===== src/rtl/i2c_mbe_pkg.sv =====
// shared types and constants of the i2c master bit engine
`timescale 1ns / 1ps

package i2c_mbe_pkg;

   localparam int UNIT_W = 16;
   localparam logic [UNIT_W-1:0] UNIT_TICKS_RESET = 16'd48;
   localparam int TDATA_W = 16;

   typedef enum logic [1:0] {
      CMD_START = 2'd0,
      CMD_STOP  = 2'd1,
      CMD_WRITE = 2'd2,
      CMD_READ  = 2'd3
   } cmd_type;

   // one request: a clock tick of the timebase with its command offer
   typedef struct packed {
      logic       sda_in;
      logic       send_ack;
      logic [7:0] tx_byte;
      cmd_type    cmd;
      logic       cmd_valid;
   } req_item_type;

   // bus levels and status after the tick
   typedef struct packed {
      logic       nack_seen;
      logic [7:0] rx_byte;
      logic       done_res;
      logic       ready_res;
      logic       sda_pull_low;
      logic       scl_out;
   } rsp_item_type;

   localparam int REQ_BITS = $bits(req_item_type);
   localparam int RSP_BITS = $bits(rsp_item_type);

endpackage


===== src/rtl/i2c_mbe_core.sv =====
// bus sequencer: phase state, timing counters and shift register, one tick per step
`timescale 1ns / 1ps

module i2c_mbe_core
   import i2c_mbe_pkg::*;
(
   input  logic              clock,
   input  logic              reset,
   input  logic              step,
   input  req_item_type      item,
   input  logic [UNIT_W-1:0] unit_ticks,
   output rsp_item_type      result
);

   typedef enum logic [3:0] {
      PH_IDLE, PH_ST_A, PH_ST_B, PH_SP_A, PH_SP_B,
      PH_WR_LEAD, PH_WR_SETUP, PH_WR_HIGH, PH_WR_LOW, PH_WR_TAIL,
      PH_ACK_REL, PH_ACK_HIGH, PH_RD_LOW, PH_RD_HIGH, PH_RA_LOW, PH_RA_HIGH
   } phase_type;

   function automatic logic [3:0] phase_units(input phase_type p);
      logic [3:0] u;
      case (p)
         PH_ST_A, PH_ST_B, PH_SP_A, PH_SP_B, PH_WR_HIGH: u = 4'd4;
         PH_ACK_REL, PH_ACK_HIGH:                         u = 4'd10;
         default:                                         u = 4'd2;
      endcase
      return u;
   endfunction

   phase_type         phase_ff, phase_in;
   logic [3:0]        bit_count_ff, bit_count_in;
   logic [3:0]        unit_count_ff, unit_count_in;
   logic [UNIT_W-1:0] tick_count_ff, tick_count_in;
   logic [7:0]        shift_ff, shift_in;
   logic [7:0]        rx_hold_ff, rx_hold_in;
   logic              ack_choice_ff, ack_choice_in;
   logic              nack_flag_ff, nack_flag_in;
   logic              scl_level_ff, scl_level_in;
   logic              sda_level_ff, sda_level_in;

   logic              done;
   logic              enter_en;
   phase_type         enter_ph;
   logic [UNIT_W-1:0] unit;
   logic [UNIT_W:0]   tick_inc;
   logic [3:0]        unit_inc;

   always_comb begin
      phase_in      = phase_ff;
      bit_count_in  = bit_count_ff;
      unit_count_in = unit_count_ff;
      tick_count_in = tick_count_ff;
      shift_in      = shift_ff;
      rx_hold_in    = rx_hold_ff;
      ack_choice_in = ack_choice_ff;
      nack_flag_in  = nack_flag_ff;
      scl_level_in  = scl_level_ff;
      sda_level_in  = sda_level_ff;
      done          = 1'b0;
      enter_en      = 1'b0;
      enter_ph      = PH_IDLE;
      // a zero unit length behaves as one tick
      unit     = (unit_ticks == '0) ? {{(UNIT_W-1){1'b0}}, 1'b1} : unit_ticks;
      tick_inc = {1'b0, tick_count_ff} + {{UNIT_W{1'b0}}, 1'b1};
      unit_inc = unit_count_ff + 4'd1;

      if (phase_ff == PH_IDLE) begin
         if (item.cmd_valid) begin
            bit_count_in  = 4'd0;
            ack_choice_in = item.send_ack;
            shift_in      = (item.cmd == CMD_WRITE) ? item.tx_byte : 8'h00;
            enter_en      = 1'b1;
            unique case (item.cmd)
               CMD_START: enter_ph = PH_ST_A;
               CMD_STOP:  enter_ph = PH_SP_A;
               CMD_WRITE: enter_ph = PH_WR_LEAD;
               CMD_READ:  enter_ph = PH_RD_LOW;
            endcase
         end
      end else if (tick_inc >= {1'b0, unit}) begin
         tick_count_in = '0;
         unit_count_in = unit_inc;
         if (unit_inc >= phase_units(phase_ff)) begin
            unique case (phase_ff)
               PH_ST_A: begin
                  enter_en = 1'b1;
                  enter_ph = PH_ST_B;
               end
               PH_ST_B: begin
                  scl_level_in = 1'b0;
                  phase_in     = PH_IDLE;
                  unit_count_in = 4'd0;
                  done         = 1'b1;
               end
               PH_SP_A: begin
                  enter_en = 1'b1;
                  enter_ph = PH_SP_B;
               end
               PH_SP_B: begin
                  phase_in      = PH_IDLE;
                  unit_count_in = 4'd0;
                  done          = 1'b1;
               end
               PH_WR_LEAD: begin
                  enter_en = 1'b1;
                  enter_ph = PH_WR_SETUP;
               end
               PH_WR_SETUP: begin
                  enter_en = 1'b1;
                  enter_ph = PH_WR_HIGH;
               end
               PH_WR_HIGH: begin
                  enter_en = 1'b1;
                  enter_ph = PH_WR_LOW;
               end
               PH_WR_LOW: begin
                  bit_count_in = bit_count_ff + 4'd1;
                  enter_en     = 1'b1;
                  enter_ph     = (bit_count_in < 4'd8) ? PH_WR_SETUP : PH_WR_TAIL;
               end
               PH_WR_TAIL: begin
                  enter_en = 1'b1;
                  enter_ph = PH_ACK_REL;
               end
               PH_ACK_REL: begin
                  enter_en = 1'b1;
                  enter_ph = PH_ACK_HIGH;
               end
               PH_ACK_HIGH: begin
                  nack_flag_in  = item.sda_in;
                  scl_level_in  = 1'b0;
                  phase_in      = PH_IDLE;
                  unit_count_in = 4'd0;
                  done          = 1'b1;
               end
               PH_RD_LOW: begin
                  enter_en = 1'b1;
                  enter_ph = PH_RD_HIGH;
               end
               PH_RD_HIGH: begin
                  shift_in     = {shift_ff[6:0], item.sda_in};
                  bit_count_in = bit_count_ff + 4'd1;
                  enter_en     = 1'b1;
                  if (bit_count_in < 4'd8) begin
                     enter_ph = PH_RD_LOW;
                  end else begin
                     rx_hold_in = shift_in;
                     enter_ph   = PH_RA_LOW;
                  end
               end
               PH_RA_LOW: begin
                  enter_en = 1'b1;
                  enter_ph = PH_RA_HIGH;
               end
               PH_RA_HIGH: begin
                  scl_level_in  = 1'b0;
                  phase_in      = PH_IDLE;
                  unit_count_in = 4'd0;
                  done          = 1'b1;
               end
               PH_IDLE: begin
                  phase_in      = PH_IDLE;
                  unit_count_in = 4'd0;
               end
            endcase
         end
      end else begin
         tick_count_in = tick_inc[UNIT_W-1:0];
      end

      // entry actions of the new phase
      if (enter_en) begin
         phase_in      = enter_ph;
         unit_count_in = 4'd0;
         tick_count_in = '0;
         case (enter_ph)
            PH_ST_A: begin
               scl_level_in = 1'b1;
               sda_level_in = 1'b1;
            end
            PH_ST_B: begin
               scl_level_in = 1'b1;
               sda_level_in = 1'b0;
            end
            PH_SP_A: begin
               scl_level_in = 1'b0;
               sda_level_in = 1'b0;
            end
            PH_SP_B: begin
               scl_level_in = 1'b1;
               sda_level_in = 1'b1;
            end
            // lead-in, low and tail leave sda where it was
            PH_WR_LEAD, PH_WR_LOW, PH_WR_TAIL: scl_level_in = 1'b0;
            PH_WR_SETUP: begin
               scl_level_in = 1'b0;
               sda_level_in = shift_in[7];
               shift_in     = {shift_in[6:0], 1'b0};
            end
            PH_WR_HIGH, PH_RA_HIGH: scl_level_in = 1'b1;
            PH_ACK_REL, PH_RD_LOW: begin
               scl_level_in = 1'b0;
               sda_level_in = 1'b1;
            end
            PH_ACK_HIGH, PH_RD_HIGH: begin
               scl_level_in = 1'b1;
               sda_level_in = 1'b1;
            end
            PH_RA_LOW: begin
               scl_level_in = 1'b0;
               sda_level_in = ~ack_choice_in;
            end
            default: begin
               scl_level_in = scl_level_in;
            end
         endcase
      end
   end

   always_comb begin
      result.scl_out      = scl_level_in;
      result.sda_pull_low = ~sda_level_in;
      result.ready_res    = (phase_in == PH_IDLE);
      result.done_res     = done;
      result.rx_byte      = rx_hold_in;
      result.nack_seen    = nack_flag_in;
   end

   always_ff @(posedge clock) begin
      if (reset) begin
         phase_ff      <= PH_IDLE;
         bit_count_ff  <= 4'd0;
         unit_count_ff <= 4'd0;
         tick_count_ff <= '0;
         shift_ff      <= 8'h00;
         rx_hold_ff    <= 8'h00;
         ack_choice_ff <= 1'b0;
         nack_flag_ff  <= 1'b0;
         scl_level_ff  <= 1'b1;
         sda_level_ff  <= 1'b1;
      end else if (step) begin
         phase_ff      <= phase_in;
         bit_count_ff  <= bit_count_in;
         unit_count_ff <= unit_count_in;
         tick_count_ff <= tick_count_in;
         shift_ff      <= shift_in;
         rx_hold_ff    <= rx_hold_in;
         ack_choice_ff <= ack_choice_in;
         nack_flag_ff  <= nack_flag_in;
         scl_level_ff  <= scl_level_in;
         sda_level_ff  <= sda_level_in;
      end
   end

endmodule


===== src/rtl/i2c_master_bit_engine.sv =====
// top level of the i2c master bit engine: request register, sequencer, response register
//
//   channel | direction | payload
//   req     | in        | one timebase tick with command offer and sampled sda
//   rsp     | out       | scl level, sda pull, ready, done, received byte, nack flag
//   csr     | in        | unit_ticks, clock ticks per timing unit
//
// one request per clock cycle is accepted while no response is stalled; it passes
// through the request register, then the sequencer step into the response register.
// a stalled response holds the sequencer; the request register takes one more
// request meanwhile only if it was empty, after which req_tready drops.
// reset clears the bus to released (scl high, sda free) and unit_ticks to 48.
// csr writes are always taken and act on the next step.
`timescale 1ns / 1ps

module i2c_master_bit_engine
   import i2c_mbe_pkg::*;
(
   input  logic               clock,
   input  logic               reset,
   input  logic               req_tvalid,
   output logic               req_tready,
   // cmd_valid, cmd[1:0], tx_byte[7:0], send_ack, sda_in; zero fill above
   input  logic [TDATA_W-1:0] req_tdata,
   output logic               rsp_tvalid,
   input  logic               rsp_tready,
   // scl_out, sda_pull_low, ready_res, done_res, rx_byte[7:0], nack_seen; zero fill
   output logic [TDATA_W-1:0] rsp_tdata,
   input  logic               csr_valid,
   output logic               csr_ready,
   input  logic [UNIT_W-1:0]  csr_data
);

   logic              in_valid_ff, in_valid_in;
   req_item_type      in_item_ff;
   logic              rsp_valid_ff, rsp_valid_in;
   rsp_item_type      rsp_item_ff;
   logic [UNIT_W-1:0] unit_ticks_ff;
   logic              advance;
   logic              req_fire;
   rsp_item_type      core_result;

   assign advance    = in_valid_ff && (!rsp_valid_ff || rsp_tready);
   assign req_tready = !in_valid_ff || advance;
   assign req_fire   = req_tvalid && req_tready;
   assign csr_ready  = 1'b1;

   assign in_valid_in  = req_fire ? 1'b1 : (advance ? 1'b0 : in_valid_ff);
   assign rsp_valid_in = advance ? 1'b1 : (rsp_tready ? 1'b0 : rsp_valid_ff);

   i2c_mbe_core u_core (
      .clock      (clock),
      .reset      (reset),
      .step       (advance),
      .item       (in_item_ff),
      .unit_ticks (unit_ticks_ff),
      .result     (core_result)
   );

   always_ff @(posedge clock) begin
      if (reset) begin
         in_valid_ff   <= 1'b0;
         rsp_valid_ff  <= 1'b0;
         unit_ticks_ff <= UNIT_TICKS_RESET;
      end else begin
         in_valid_ff  <= in_valid_in;
         rsp_valid_ff <= rsp_valid_in;
         if (csr_valid) begin
            unit_ticks_ff <= csr_data;
         end
      end
   end

   always_ff @(posedge clock) begin
      if (req_fire) begin
         in_item_ff <= req_item_type'(req_tdata[REQ_BITS-1:0]);
      end
      if (advance) begin
         rsp_item_ff <= core_result;
      end
   end

   assign rsp_tvalid = rsp_valid_ff;
   assign rsp_tdata  = {{(TDATA_W-RSP_BITS){1'b0}}, rsp_item_ff};

endmodule


===== config.mk =====
export PLATFORM = sky130hd
export DESIGN_NAME = i2c_master_bit_engine
export DESIGN_NICKNAME = d
export VERILOG_FILES = /design/src/rtl/i2c_mbe_pkg.sv /design/src/rtl/i2c_mbe_core.sv /design/src/rtl/i2c_master_bit_engine.sv
export SDC_FILE = /design/constraint.sdc
export NUM_CORES = 1
export LEC_CHECK = 0
export ABC_AREA = 1
export BUFFER_PORTS_ARGS = -buffer_cell sky130_fd_sc_hd__buf_2
export CORE_MARGIN = 2
export CORE_UTILIZATION = 55
export DETAILED_ROUTE_END_ITERATION = 12
export PLACE_DENSITY = 0.76
export SLEW_MARGIN = 20
export SYNTH_ARGS = -nofsm -noshare
export SYNTH_HDL_FRONTEND = slang
export SYNTH_SLANG_ARGS = --single-unit

===== constraint.sdc =====
create_clock -name clock -period 7.3 [get_ports clock]
set_clock_uncertainty 0.15 [all_clocks]
set_input_delay 2.19 -clock clock [delete_from_list [all_inputs] [get_ports clock]]
set_output_delay 2.19 -clock clock [all_outputs]
set_load 0.005 [all_outputs]

# ---- Word level (Yosys, flattened, before mapping)
# Index checks and enable logic that the tools add are counted.
dict set report word_totals {
  input_bits 37
  wordCells 166
  mem_count 0
  ramBits 0
  latch_bits 0
  output_inout_bits 19
  register_bits 92
  romBits 0
}
dict set report classes {
  n_addsub 3
  magnitude_cmp 3
  n_mux 67
  n_mul 0
  bitwise_logic 4
  eq_ne 35
  reduce_logical 30
  n_div 0
  shift 0
}
# operator count
set op_table {}
lappend op_table {{8-bit 2-to-1 mux} 13}
lappend op_table {{4-bit 2-to-1 mux} 22}
lappend op_table {{4-bit equality test, second input constant} 16}
lappend op_table {{16-bit 2-to-1 mux} 4}
lappend op_table {{4-bit case mux with 11 select lines} 1}
lappend op_table {{4-bit by 3-bit equality test with 1-bit output, second input constant} 8}
lappend op_table {{1-bit 2-to-1 mux} 22}
lappend op_table {{16-bit by 1-bit adder with 17-bit output, second input constant} 1}
lappend op_table {{17-bit by 16-bit greater-or-equal comparator with 1-bit output} 1}
lappend op_table {{4-bit by 2-bit equality test with 1-bit output, second input constant} 4}
lappend op_table {{16-bit logical NOT} 1}
lappend op_table {{4-bit case mux with 4 select lines} 1}
lappend op_table {{2-bit nonzero test} 6}
lappend op_table {{11-bit OR reduction} 1}
lappend op_table {{4-bit by 1-bit adder with 4-bit output, second input constant} 2}
lappend op_table {{4-bit by 1-bit equality test with 1-bit output, second input constant} 2}
lappend op_table {{4-bit logical NOT} 2}
lappend op_table {{4-bit case mux with 2 select lines} 1}
lappend op_table {{8-bit OR reduction} 1}
lappend op_table {{7-bit OR reduction} 1}
lappend op_table {{2-bit OR reduction} 3}
lappend op_table {{3-bit OR reduction} 2}
lappend op_table {{6-bit OR reduction} 1}
lappend op_table {{5-bit AND reduction} 1}
lappend op_table {{other kinds (18)} 25}

# ---- Logic depth before layout (Yosys ltp)
# Gate-level depths: netlist (run 1).
dict set report logic_depth {
  depth_word 14
  mapped_depth 25
  ltp_nobuf 25
}

# ---- Modules after synthesis
# A second synthesis (run 1) with hierarchy kept.
dict set report unflattened {
  hier_cells 756
  hier_area_um2 5514.0
}
# module seq_area_each_um2 cells_per_inst area_each_um2 instances
set by_module_without_submodules {}
lappend by_module_without_submodules {i2c_mbe_core 960.9 643 4023.9 1}
lappend by_module_without_submodules {i2c_master_bit_engine 1141.1 113 1490.2 1}

# ---- Worst setup path before layout (run 1)
# OpenSTA, ideal clock, no wires.
dict set report synth_path {
  path_kind {input port to output port}
  start {input port rsp_tready}
  end {output port req_tready}
  path_stages 2
  t_required_ps 4960
  path_slack_ps 2621
  arrival_ps 2339
  n_path_buf 0
  path_cell_list {inv_1 -> nand3_1}
}
dict set report synth_via {
  elab_chain_cells 3
}
# element line_no
set synth_rtl {}
lappend synth_rtl {{from (decl)} i2c_master_bit_engine.sv:26} ;# input logic rsp_tready,
lappend synth_rtl {{1-bit logical OR} i2c_master_bit_engine.sv:43} ;# assign advance = in_valid_ff && (!rsp_valid_ff || rsp_tready);
lappend synth_rtl {{1-bit logical AND} i2c_master_bit_engine.sv:43}
lappend synth_rtl {{1-bit logical OR} i2c_master_bit_engine.sv:44} ;# assign req_tready = !in_valid_ff || advance;
lappend synth_rtl {{to (decl)} i2c_master_bit_engine.sv:22} ;# output logic req_tready,
# No other way between the ends.

# ---- Final worst setup path (run 1)
# Same ends and word-level chain as after synthesis.

==> results of run 1 <==
## state kept, by name, indices dropped and copies added, names as in the netlist, named ones only
| register | count |
|---|---|
| in_valid_ff | 1 |
| u_core.nack_flag_ff | 1 |
| u_core.unit_count_ff | 4 |
| u_core.bit_count_ff | 4 |
| unit_ticks_ff | 16 |
| in_item_ff | 13 |
| u_core.rx_hold_ff | 8 |
| u_core.ack_choice_ff | 1 |
| rsp_tvalid | 1 |
| u_core.tick_count_ff | 16 |
| rsp_tdata | 13 |
| u_core.shift_ff | 8 |
| u_core.phase_ff | 4 |
| u_core.scl_level_ff | 1 |
## area by class of cell
type | count | area [µm²] | share of cell area [%]
Inverter | 99 | 374.1 | 6.305
Sequential cell | 92 | 2102 | 35.43
Multi-Input combinational cell | 529 | 2868 | 48.33
Tap cell | 133 | 166.4 | 2.805
Clock buffer | 10 | 137.6 | 2.320
Clock inverter | 6 | 30.03 | 0.5061
Timing Repair Buffer | 50 | 255.2 | 4.302
## cells by family (layout without fill, tap and decap cells)
kind of cell	Yosys count	in the layout	synth area share, %
simple gates	328	328	27.28
compound gates	162	162	17.41
buf+inv	128	165	9.986
flops	92	92	38.13
fa+ha+maj	22	22	4.993
xor+xnor	13	13	2.065
other cells	2	4	0.1362
## metrics by stage
step	instances	cell area, µm²	power (mW)	utilization [%]
2_1_floorplan	749	5520	0.7665	-
3_3_place_gp	903	5766	0.8062	59.26
3_5_place_dp	903	5766	0.8135	59.26
4_1_cts	919	5933	1.116	60.98
5_1_grt	919	5933	1.171	60.98
6_report	919	5933	1.109	60.98
## power by group through the flow
stage          logic, mW  registers (mW)  clock network, mW
6_report           0.230           0.575              0.305
5_1_grt            0.260           0.578              0.332
4_1_cts            0.229           0.575              0.312
3_5_place_dp       0.227           0.586                  0
3_3_place_gp       0.221           0.585                  0
2_1_floorplan      0.185           0.581                  0
## critical path, stage by stage
cell and delay [ns]:
buf_2 0.10, inv_1 0.06, nand3_1 0.11, buf_2 0.15
## layer usage
layer / part of all wire, % / global-route usage (%) / vias to the layer above
met5: 0 / 0 / -
met4: 1.5 / 9.073 / 0
met3: 5.8 / 3.195 / 21
met2: 44 / 35.57 / 159
met1: 49 / 31.18 / 2189
li1: - / - / 2521
## synth_stat cells (5+ instances only)
library cell | number | share of area (%)
nand2_1 | 148 | 10
nor2_1 | 87 | 5.9
inv_1 | 84 | 5.7
dfxtp_1 | 66 | 24
a21oi_1 | 58 | 5.3
o21ai_0 | 50 | 4.5
nand3_1 | 42 | 3.8
edfxtp_1 | 26 | 14
o21ai_1 | 23 | 2.1
ha_1 | 22 | 5.0
inv_2 | 13 | 0.89
clkbuf_1 | 10 | 0.68
a21oi_2 | 9 | 1.4
nand4_1 | 9 | 1.0
xor2_1 | 9 | 1.4
buf_4 | 8 | 1.1
buf_2 | 6 | 0.54
nand2_2 | 6 | 0.68
nor2_2 | 6 | 0.68
nor2_4 | 6 | 1.2
a211oi_2 | 5 | 1.1
nor3_1 | 5 | 0.45
o21ai_2 | 5 | 0.79
## final timing paths
| check | start | end | slack [ns] | depth (start not counted) |
|---|---|---|---|---|
| hold / removal | u_core.shift_ff[7] | u_core.shift_ff[7] | 0.33 | 2 |
| setup / recovery | rsp_tready | req_tready | 2.35 | 4 |
| setup reg to reg | u_core.tick_count_ff[0] | rsp_tdata[2] | 3.07 | 20 |
| hold reg to reg | u_core.shift_ff[7] | u_core.shift_ff[7] | 0.33 | 2 |
==> summary.md, run 1 <==
| Metric | Value |
|---|---|
| Outcome | finished, final reports clean |
| Leak | ~2.6 nW |
| Clock transition at path regs | 0.09 ns |
| Layout cell share with drive strength beyond 1 | ~17% |
| Clk_lat worst skew | between 0.3 and 0.4 ns |
| Diodes inserted | 0 |
| CTS-repair resized insts | 0 |
| Die area | between 10,000 and 15,000 µm² |
| Cell Pwr Density | approximately 190 nW/µm² |
| Die Height | around 100 µm |
| Drt drc | 0 |
| Yosys warnings | 0 |
| Most frequent cells in the layout | nand2_1, nor2_1, inv_1, dfxtp_1, a21oi_1 |
| Port-buffer cells | 48 |
| Rel. slew slack | a little over 30% |
| Area growth, synth to finish | 7.626% |
| Switching portion of total power | 31.73% |
| CORE AREA | a little under 10,000 µm² |
| Endpoints failing setup | 0 |
| Gr usage total | a little under a quarter |
| Peak VDD IR | just over 0.1 mV |
| Synth async-reset ratio | 0% |
| Grt ovf | 0 |
| CP endpoint kind | output port |
| WP data arrival | around 2.6 ns |
| Final TNS setup | 0 ns |
| Post-Syn Area | between 5000 and 6000 µm² |
| Max-cap violations | 0 |
| Overall routed net length | between 10 and 15 mm |
| Syn Area/Cell | between 7 and 8 µm² |
| Die width | about 100 µm |
| Vias in the first global route | between 4,000 and 5,000 |
| Final Max Slew Viols | 0 |
| Crit path required time | around 5.0 ns |
| Clk pwr share | approximately 28% |
| Initial Util | between 50 and 60% |
| Max FO, Critical Path | 3 |
| Setup crit start kind | input port |
| IO Pins | 56 |
| Fmax | between 200 and 250 MHz |
| Tmin final | slightly below 5 ns |
| DRT Pass-1 Iters | 5 |
| DR vias/cell | ~5.3 |
| DP Worst Slack | 2.342 ns |
| Hold slack final | around 0.33 ns |
| CTS max path bufs | 2 |
| CTS tree | built |
| Worst Tran Pin Value | 1.043 ns |
| Post-Syn Instances | around 750 |
| Post-CTS Repair Setup Buffers | 0 |
| Final ANT Viol Nets | 0 |
| Hold crit path type | reg -> reg |
| Row count | 36 |
| CP Class | in -> out |
| RSZ-0062 raised after global routing | false |
| Power Internal | 757.4 µW |
| EDFF count, synth | 26 |
| Gpl congestion | between 0.9 and 1 |
| Placed wire-length estimate | around 8.6 mm |
| Psw | 351.9 µW |
| Initial antenna violation count | 0 |
| Net count reported at finish | 840 |
| First-pass GRT wire length | between 20 and 25 mm |
| Library cells used by synthesis | 50 |
| Final hold viol count | 0 |
| Prevailing post-synth register cell | dfxtp_1 |
| Vias | roughly 4,900 |
| Seq/Total Area, Yosys | between 30% and 40% |
| Clk root buf | clkbuf_8 |
| CTS sink count | just over 90 |
| Clock buffer count from CTS | 9 |
| Final period util | between 60 and 70% |
| Cts hold-fix bufs | 0 |
| 1st-iter DRT viols | between 200 and 300 |
| Layout fillers | about 870 |
| Setup WS post-layout | around 2.4 ns |
| Part of the power in registers | 51.8% |
| Gate power share | slightly above 20% |
| Seq cells post-synth | 92 |
| WL/cell | 12.90 µm |
| Commonest non-fill, non-tap cell in the layout | nand2_1 |
| Largest net degree at the start of global routing | 38 |
| Max H-tree Level | 3 |
Power figures use the tool's default switching activity.
==> run 2, diff against run 1 <==
--- a/config.mk
+++ b/config.mk
@@ -8,9 +8,9 @@
 export ABC_AREA = 1
 export BUFFER_PORTS_ARGS = -buffer_cell sky130_fd_sc_hd__buf_2
 export CORE_MARGIN = 2
-export CORE_UTILIZATION = 55
+export CORE_UTILIZATION = 54
 export DETAILED_ROUTE_END_ITERATION = 12
-export PLACE_DENSITY = 0.76
+export PLACE_DENSITY = 0.78
 export SLEW_MARGIN = 20
 export SYNTH_ARGS = -nofsm -noshare
 export SYNTH_HDL_FRONTEND = slang
==> constraint.sdc (replaced) <==
create_clock -name clock -period 4 [get_ports clock]
set_clock_uncertainty 0.15 [all_clocks]
set_input_delay 1.2 -clock clock [delete_from_list [all_inputs] [get_ports clock]]
set_output_delay 1.2 -clock clock [all_outputs]
set_load 0.005 [all_outputs]
==> run 2 against run 1 <==
Critical path depth is 18 higher. Global-route usage hardly changed. Highest routed layer unchanged. Design area is 2.0% higher. Via count is 1.9% higher. Count of clock-buffer cells in the layout is 1 lower. Combinational power is 88% higher. Sequential power is 83% higher. Critical endpoint is now rsp_tdata[0]. Sequential share of layout area is 0.67 points lower. Sequential cell count stayed put.
==> summary.md, run 2 (synthesis gave the netlist of run 1 again) <==
| Metric | Value |
|---|---|
| Final Total Pwr | between 2 and 2.5 mW |
| Net count reported at finish | 847 |
| Hold path depth | 2 |
| Leak | 2.678 nW |
| Non-Filler Instances | roughly 930 |
| WP data arrival | 3.60 ns |
| Delay-heaviest family, CP | simple AND/OR/NAND/NOR gates |
| Diodes inserted | 0 |
| Largest net degree at the start of global routing | 38 |
| Cell Pwr Density | roughly 360 nW/µm² |
| Crit-path slowest cell | dfxtp_2 |
| Placed Instances | 910 |
| Rel. slew slack | between 50% and 60% |
| Worst Tran Pin Value | a little over 0.6 ns |
| Crit path required time | between 3 and 4 ns |
| Drt drc | 0 |
| Area growth, synth to finish | 9.759% |
| Initial Util | 55.89% |
| Gpl congestion | just under 0.9 |
| CP Class | reg -> reg |
| Port-buffer cells | between 40 and 50 |
| Overall routed net length | ~12 mm |
| CORE AREA | approximately 9900 µm² |
| Max H-tree Level | 3 |
| Grt ovf | 0 |
| Row count | 36 |
| RSZ-0062 raised after global routing | false |
| 1st-iter DRT viols | about 450 |
| Post-route cell area | slightly above 6000 µm² |
| Final core occ | 61.34% |
| Crit path top cell by count | nand2_1 |
| WL/cell | around 13 µm |
| Initial antenna violation count | 0 |
| Hold crit path type | reg -> reg |
| CTS tree | built |
| Setup crit start kind | register |
| CP endpoint kind | register |
| Gr usage total | ~23% |
| Fmax | between 200 and 300 MHz |
| DP Worst Slack | approximately 0.36 ns |
| Placed Area | between 5000 and 6000 µm² |
| Final ANT Viol Nets | 0 |
| Largest regs | u_core.tick_count_ff x16, unit_ticks_ff x16 |
| Max FO, Critical Path | 9 |
| Layout cell share with drive strength beyond 1 | 18.03% |
| Post-CTS Repair Setup Buffers | 0 |
| Most frequent cells in the layout | nand2_1, nor2_1, inv_1, dfxtp_1, a21oi_1 |
| Setup WS post-layout | ~0.37 ns |
| Endpoints failing setup | 0 |
| Instance count on the critical path | 22 |
| DR vias/cell | 5.379 |
| Die area | about 11,000 µm² |
| Final Max Slew Viols | 0 |
| Final hold viol count | 0 |
| Cell-by-cell trace of the critical path | ha_1, nand2_1, nor2_2, nand2_2, nor2_1, nand2_1, xor2_1, ha_1, nand2_1, nor2_1, nand2_1, o21ai_0, nand2_1, nand3_4, nand2_4, inv_4, nand2_1, nand2_1, nand2_1, inv_1, nand3_1, and2_1 |
| Placed wire-length estimate | around 8.8 mm |
| Vias | 4,981 |
| Final TNS setup | 0 ns |
| Die Height | roughly 110 µm |
| First-pass GRT wire length | between 20 and 25 mm |
| Clk_lat worst skew | 0.37 ns |
| Final period util | around nine tenths |
| CTS sink count | 92 |
| Max-cap violations | 0 |
| CTS max path bufs | 2 |
| IO Pins | between 50 and 60 |
| Max incr delay on CP | around 0.4 ns |
| Buf/Inv on CP | 2 |
| Vias in the first global route | around 4,400 |
| Tmin final | approximately 3.6 ns |
| DRT Pass-1 Iters | 9 |
| Die width | approximately 110 µm |
| Outcome | finished, final reports clean |
| Clock buffer count from CTS | 9 |
| Hold slack final | ~0.33 ns |
| Clk root buf | clkbuf_8 |
| Clock transition at path regs | roughly 0.10 ns |
| Peak VDD IR | 0.2406 mV |
| Worst r2r path cells | 22 |
| Commonest non-fill, non-tap cell in the layout | nand2_1 |
-- run 2: changes by cell type in the layout (fill, tap and decap cells not counted), moves of 2 or more --
cell,delta
buf_4,+7
bufinv_16,+2
clkinv_4,+3
clkinv_2,-2
clkinv_1,-2
-- run 2: metal layers --
layer	vias up	global-route usage [%]	part of all wire, %
met5	-	0	0
met4	0	6.095	1.4
met3	19	4.679	7.1
met2	183	34.79	44
met1	2254	32.00	47
li1	2525	-	-
-- run 2: worst paths after layout --
check	start	endpoint	slack (ns)
setup reg to reg	u_core.tick_count_ff[0]	rsp_tdata[0]	0.37
hold / removal	u_core.shift_ff[7]	u_core.shift_ff[7]	0.33
setup / recovery	u_core.tick_count_ff[0]	rsp_tdata[0]	0.37
hold reg to reg	u_core.shift_ff[7]	u_core.shift_ff[7]	0.33
-- run 2: where the power goes --
| part | total [mW] | internal (mW) | switching, mW |
|---|---|---|---|
| registers | 1.05 | 1.02 | 0.0349 |
| clock network | 0.700 | 0.356 | 0.344 |
| logic | 0.433 | 0.144 | 0.289 |
| total | 2.18 | 1.52 | 0.668 |
-- run 2: tightest hold or removal path: cells and delay by family (launching register included) --
family	cells	cell delay, ns
DFF	1	0.32
and+or+nand+nor	1	0.06
AOI/OAI and AO/OA	1	0.06
-- run 2: cell type report --
type,count,area (µm²)
multi-input combinational,529,2875
fill,852,3814
sequential,92,2103
inverter,99,374.1
clock inverter,7,100.1
tap,133,166.4
clock buffer,9,123.9
timing repair buffer,57,307.8
-- run 2: what timing repair did --
item,in CTS,in global routing
hold buffers,0,0
gates resized for setup,0,3
setup endpoints to repair,0,2
==> run 3, diff against run 2 <==
==> constraint.sdc (replaced) <==
create_clock -name clock -period 4 [get_ports clock]
set_clock_uncertainty 0.15 [all_clocks]
set_input_delay 0.8 -clock clock [delete_from_list [all_inputs] [get_ports clock]]
set_output_delay 0.8 -clock clock [all_outputs]
set_load 0.005 [all_outputs]
==> run 3 against run 2 <==
Global-route usage shrank 0.17 points. Critical path depth is the same. Core utilization shrank 0.27 points. Largest power group unchanged. Clock power shrank 9.9%. Sequential cell count is the same.
==> summary.md, run 3 (synthesis gave the netlist of run 1 again) <==
| Metric | Value |
|---|---|
| Outcome | finished, final reports clean |
| Largest regs | u_core.tick_count_ff x16, unit_ticks_ff x16 |
| Non-Filler Instances | about 930 |
| Hold slack final | about 0.33 ns |
| Initial antenna violation count | 0 |
| Endpoints failing setup | 0 |
| Peak VDD IR | between 0.2 and 0.25 mV |
| CTS sink count | ~90 |
| First-pass GRT wire length | around 20 mm |
| Grt ovf | 0 |
| Crit-path slowest cell | dfxtp_2 |
| Port-buffer cells | 48 |
| CTS tree | built |
| Delay-heaviest family, CP | simple AND/OR/NAND/NOR gates |
| CP Class | reg -> reg |
| Rel. slew slack | slightly below 60% |
| CORE AREA | approximately 10000 µm² |
| Largest net degree at the start of global routing | 38 |
| Max H-tree Level | 3 |
| Initial Util | 55.89% |
| WP data arrival | roughly 3.7 ns |
| Commonest non-fill, non-tap cell in the layout | nand2_1 |
| 1st-iter DRT viols | 316 |
| Drt drc | 0 |
| Most frequent cells in the layout | nand2_1, nor2_1, inv_1, dfxtp_1, a21oi_1 |
| Clk root buf | clkbuf_8 |
| Crit path required time | 4.07 ns |
| Vias | roughly 4,900 |
| Clock transition at path regs | ~0.09 ns |
| Vias in the first global route | about 4,500 |
| Die area | ~11,000 µm² |
| DRT Pass-1 Iters | 5 |
| Clk_lat worst skew | about 0.36 ns |
| Max-cap violations | 0 |
| Gr usage total | ~22% |
| Final Max Slew Viols | 0 |
| Post-route cell area | 6025 µm² |
| DP Worst Slack | around 0.23 ns |
| Post-CTS Repair Setup Buffers | 0 |
| Crit path top cell by count | nand2_1 |
| CP endpoint kind | register |
| Final period util | roughly nine tenths |
| Die width | approximately 110 µm |
| Max incr delay on CP | about 0.41 ns |
| Buf/Inv on CP | 2 |
| Setup WS post-layout | approximately 0.34 ns |
| Fmax | roughly 270 MHz |
| Diodes inserted | 0 |
| WL/cell | between 10 and 15 µm |
| Tmin final | roughly 3.7 ns |
| Layout cell share with drive strength beyond 1 | 17.91% |
| Net count reported at finish | around 850 |
| Placed wire-length estimate | around 8.8 mm |
| Setup crit start kind | register |
| Final TNS setup | 0 ns |
| IO Pins | 56 |
| Final ANT Viol Nets | 0 |
| RSZ-0062 raised after global routing | false |
| Clock buffer count from CTS | 9 |
| Final hold viol count | 0 |
| Max FO, Critical Path | 11 |
| Gpl congestion | between 0.9 and 1 |
| CTS max path bufs | 2 |
| Worst Tran Pin Value | between 0.6 and 0.7 ns |
| Final core occ | 61.07% |
| DR vias/cell | 5.297 |
| Die Height | around 110 µm |
| Area growth, synth to finish | 9.283% |
| Placed Instances | 910 |
| Cell Pwr Density | ~350 nW/µm² |
| Placed Area | 5818 µm² |
| Leak | around 2.7 nW |
| Cell-by-cell trace of the critical path | ha_1, nand2_1, nor2_2, nand2_2, nor2_1, nand2_1, xor2_1, ha_1, nand2_1, nor2_1, nand2_1, o21ai_0, nand2_1, nand3_4, buf_4, buf_4, o21ai_1, a21oi_1, nor2_1, nor2_1, nand2_1, nor2_1 |
| Overall routed net length | approximately 12 mm |
| Row count | 36 |
| Hold crit path type | reg -> reg |
| Final Total Pwr | about 2.1 mW |
run 3: changes by cell type in the layout (fill, tap and decap cells not counted):
cell       before  now
inv_6           1    2
clkinv_1        1    2
clkinv_4        3    2
bufinv_16       2    1
run 3: final timing paths:
kind,from,end,slack (ns),cells after the start
hold / removal,unit_ticks_ff[14],unit_ticks_ff[14],0.33,2
hold reg to reg,unit_ticks_ff[14],unit_ticks_ff[14],0.33,2
setup / recovery,u_core.tick_count_ff[0],rsp_tdata[1],0.34,22
setup reg to reg,u_core.tick_count_ff[0],rsp_tdata[1],0.34,22
run 3: repair_timing:
item / in CTS / in global routing
setup endpoints to repair: 0 / 19
gates resized for setup: 0 / 3
hold buffers: 0 / 0
run 3: power by group:
part	internal (mW)	switching (mW)	total, mW
sequential	1.02	0.0345	1.05
clock	0.293	0.339	0.631
combinational	0.144	0.291	0.436
total	1.45	0.664	2.12
run 3: per-layer routing:
metal	track usage [%]	vias to the layer above	wire [µm]
met1	31.76	2205	5768
met4	6.952	0	160
met2	34.32	160	5261
met3	4.304	19	766
li1	-	2521	-
met5	0	-	0
run 3: tightest hold or removal path: cells and delay by family, from the launching register on:
| family | cells | cell delay (ns) |
|---|---|---|
| AO/OA/AOI/OAI | 1 | 0.06 |
| buffers and inverters | 1 | 0.07 |
| flip-flops | 1 | 0.32 |
run 3: cell type report:
| type | count | area, µm² |
|---|---|---|
| multi-input cells | 529 | 2875 |
| clock inverters | 7 | 73.82 |
| clock buffers | 9 | 123.9 |
| inverters | 99 | 374.1 |
| repair buffers | 57 | 307.8 |
| flip-flops and latches | 92 | 2103 |
| fillers | 862 | 3840 |
| well taps | 133 | 166.4 |
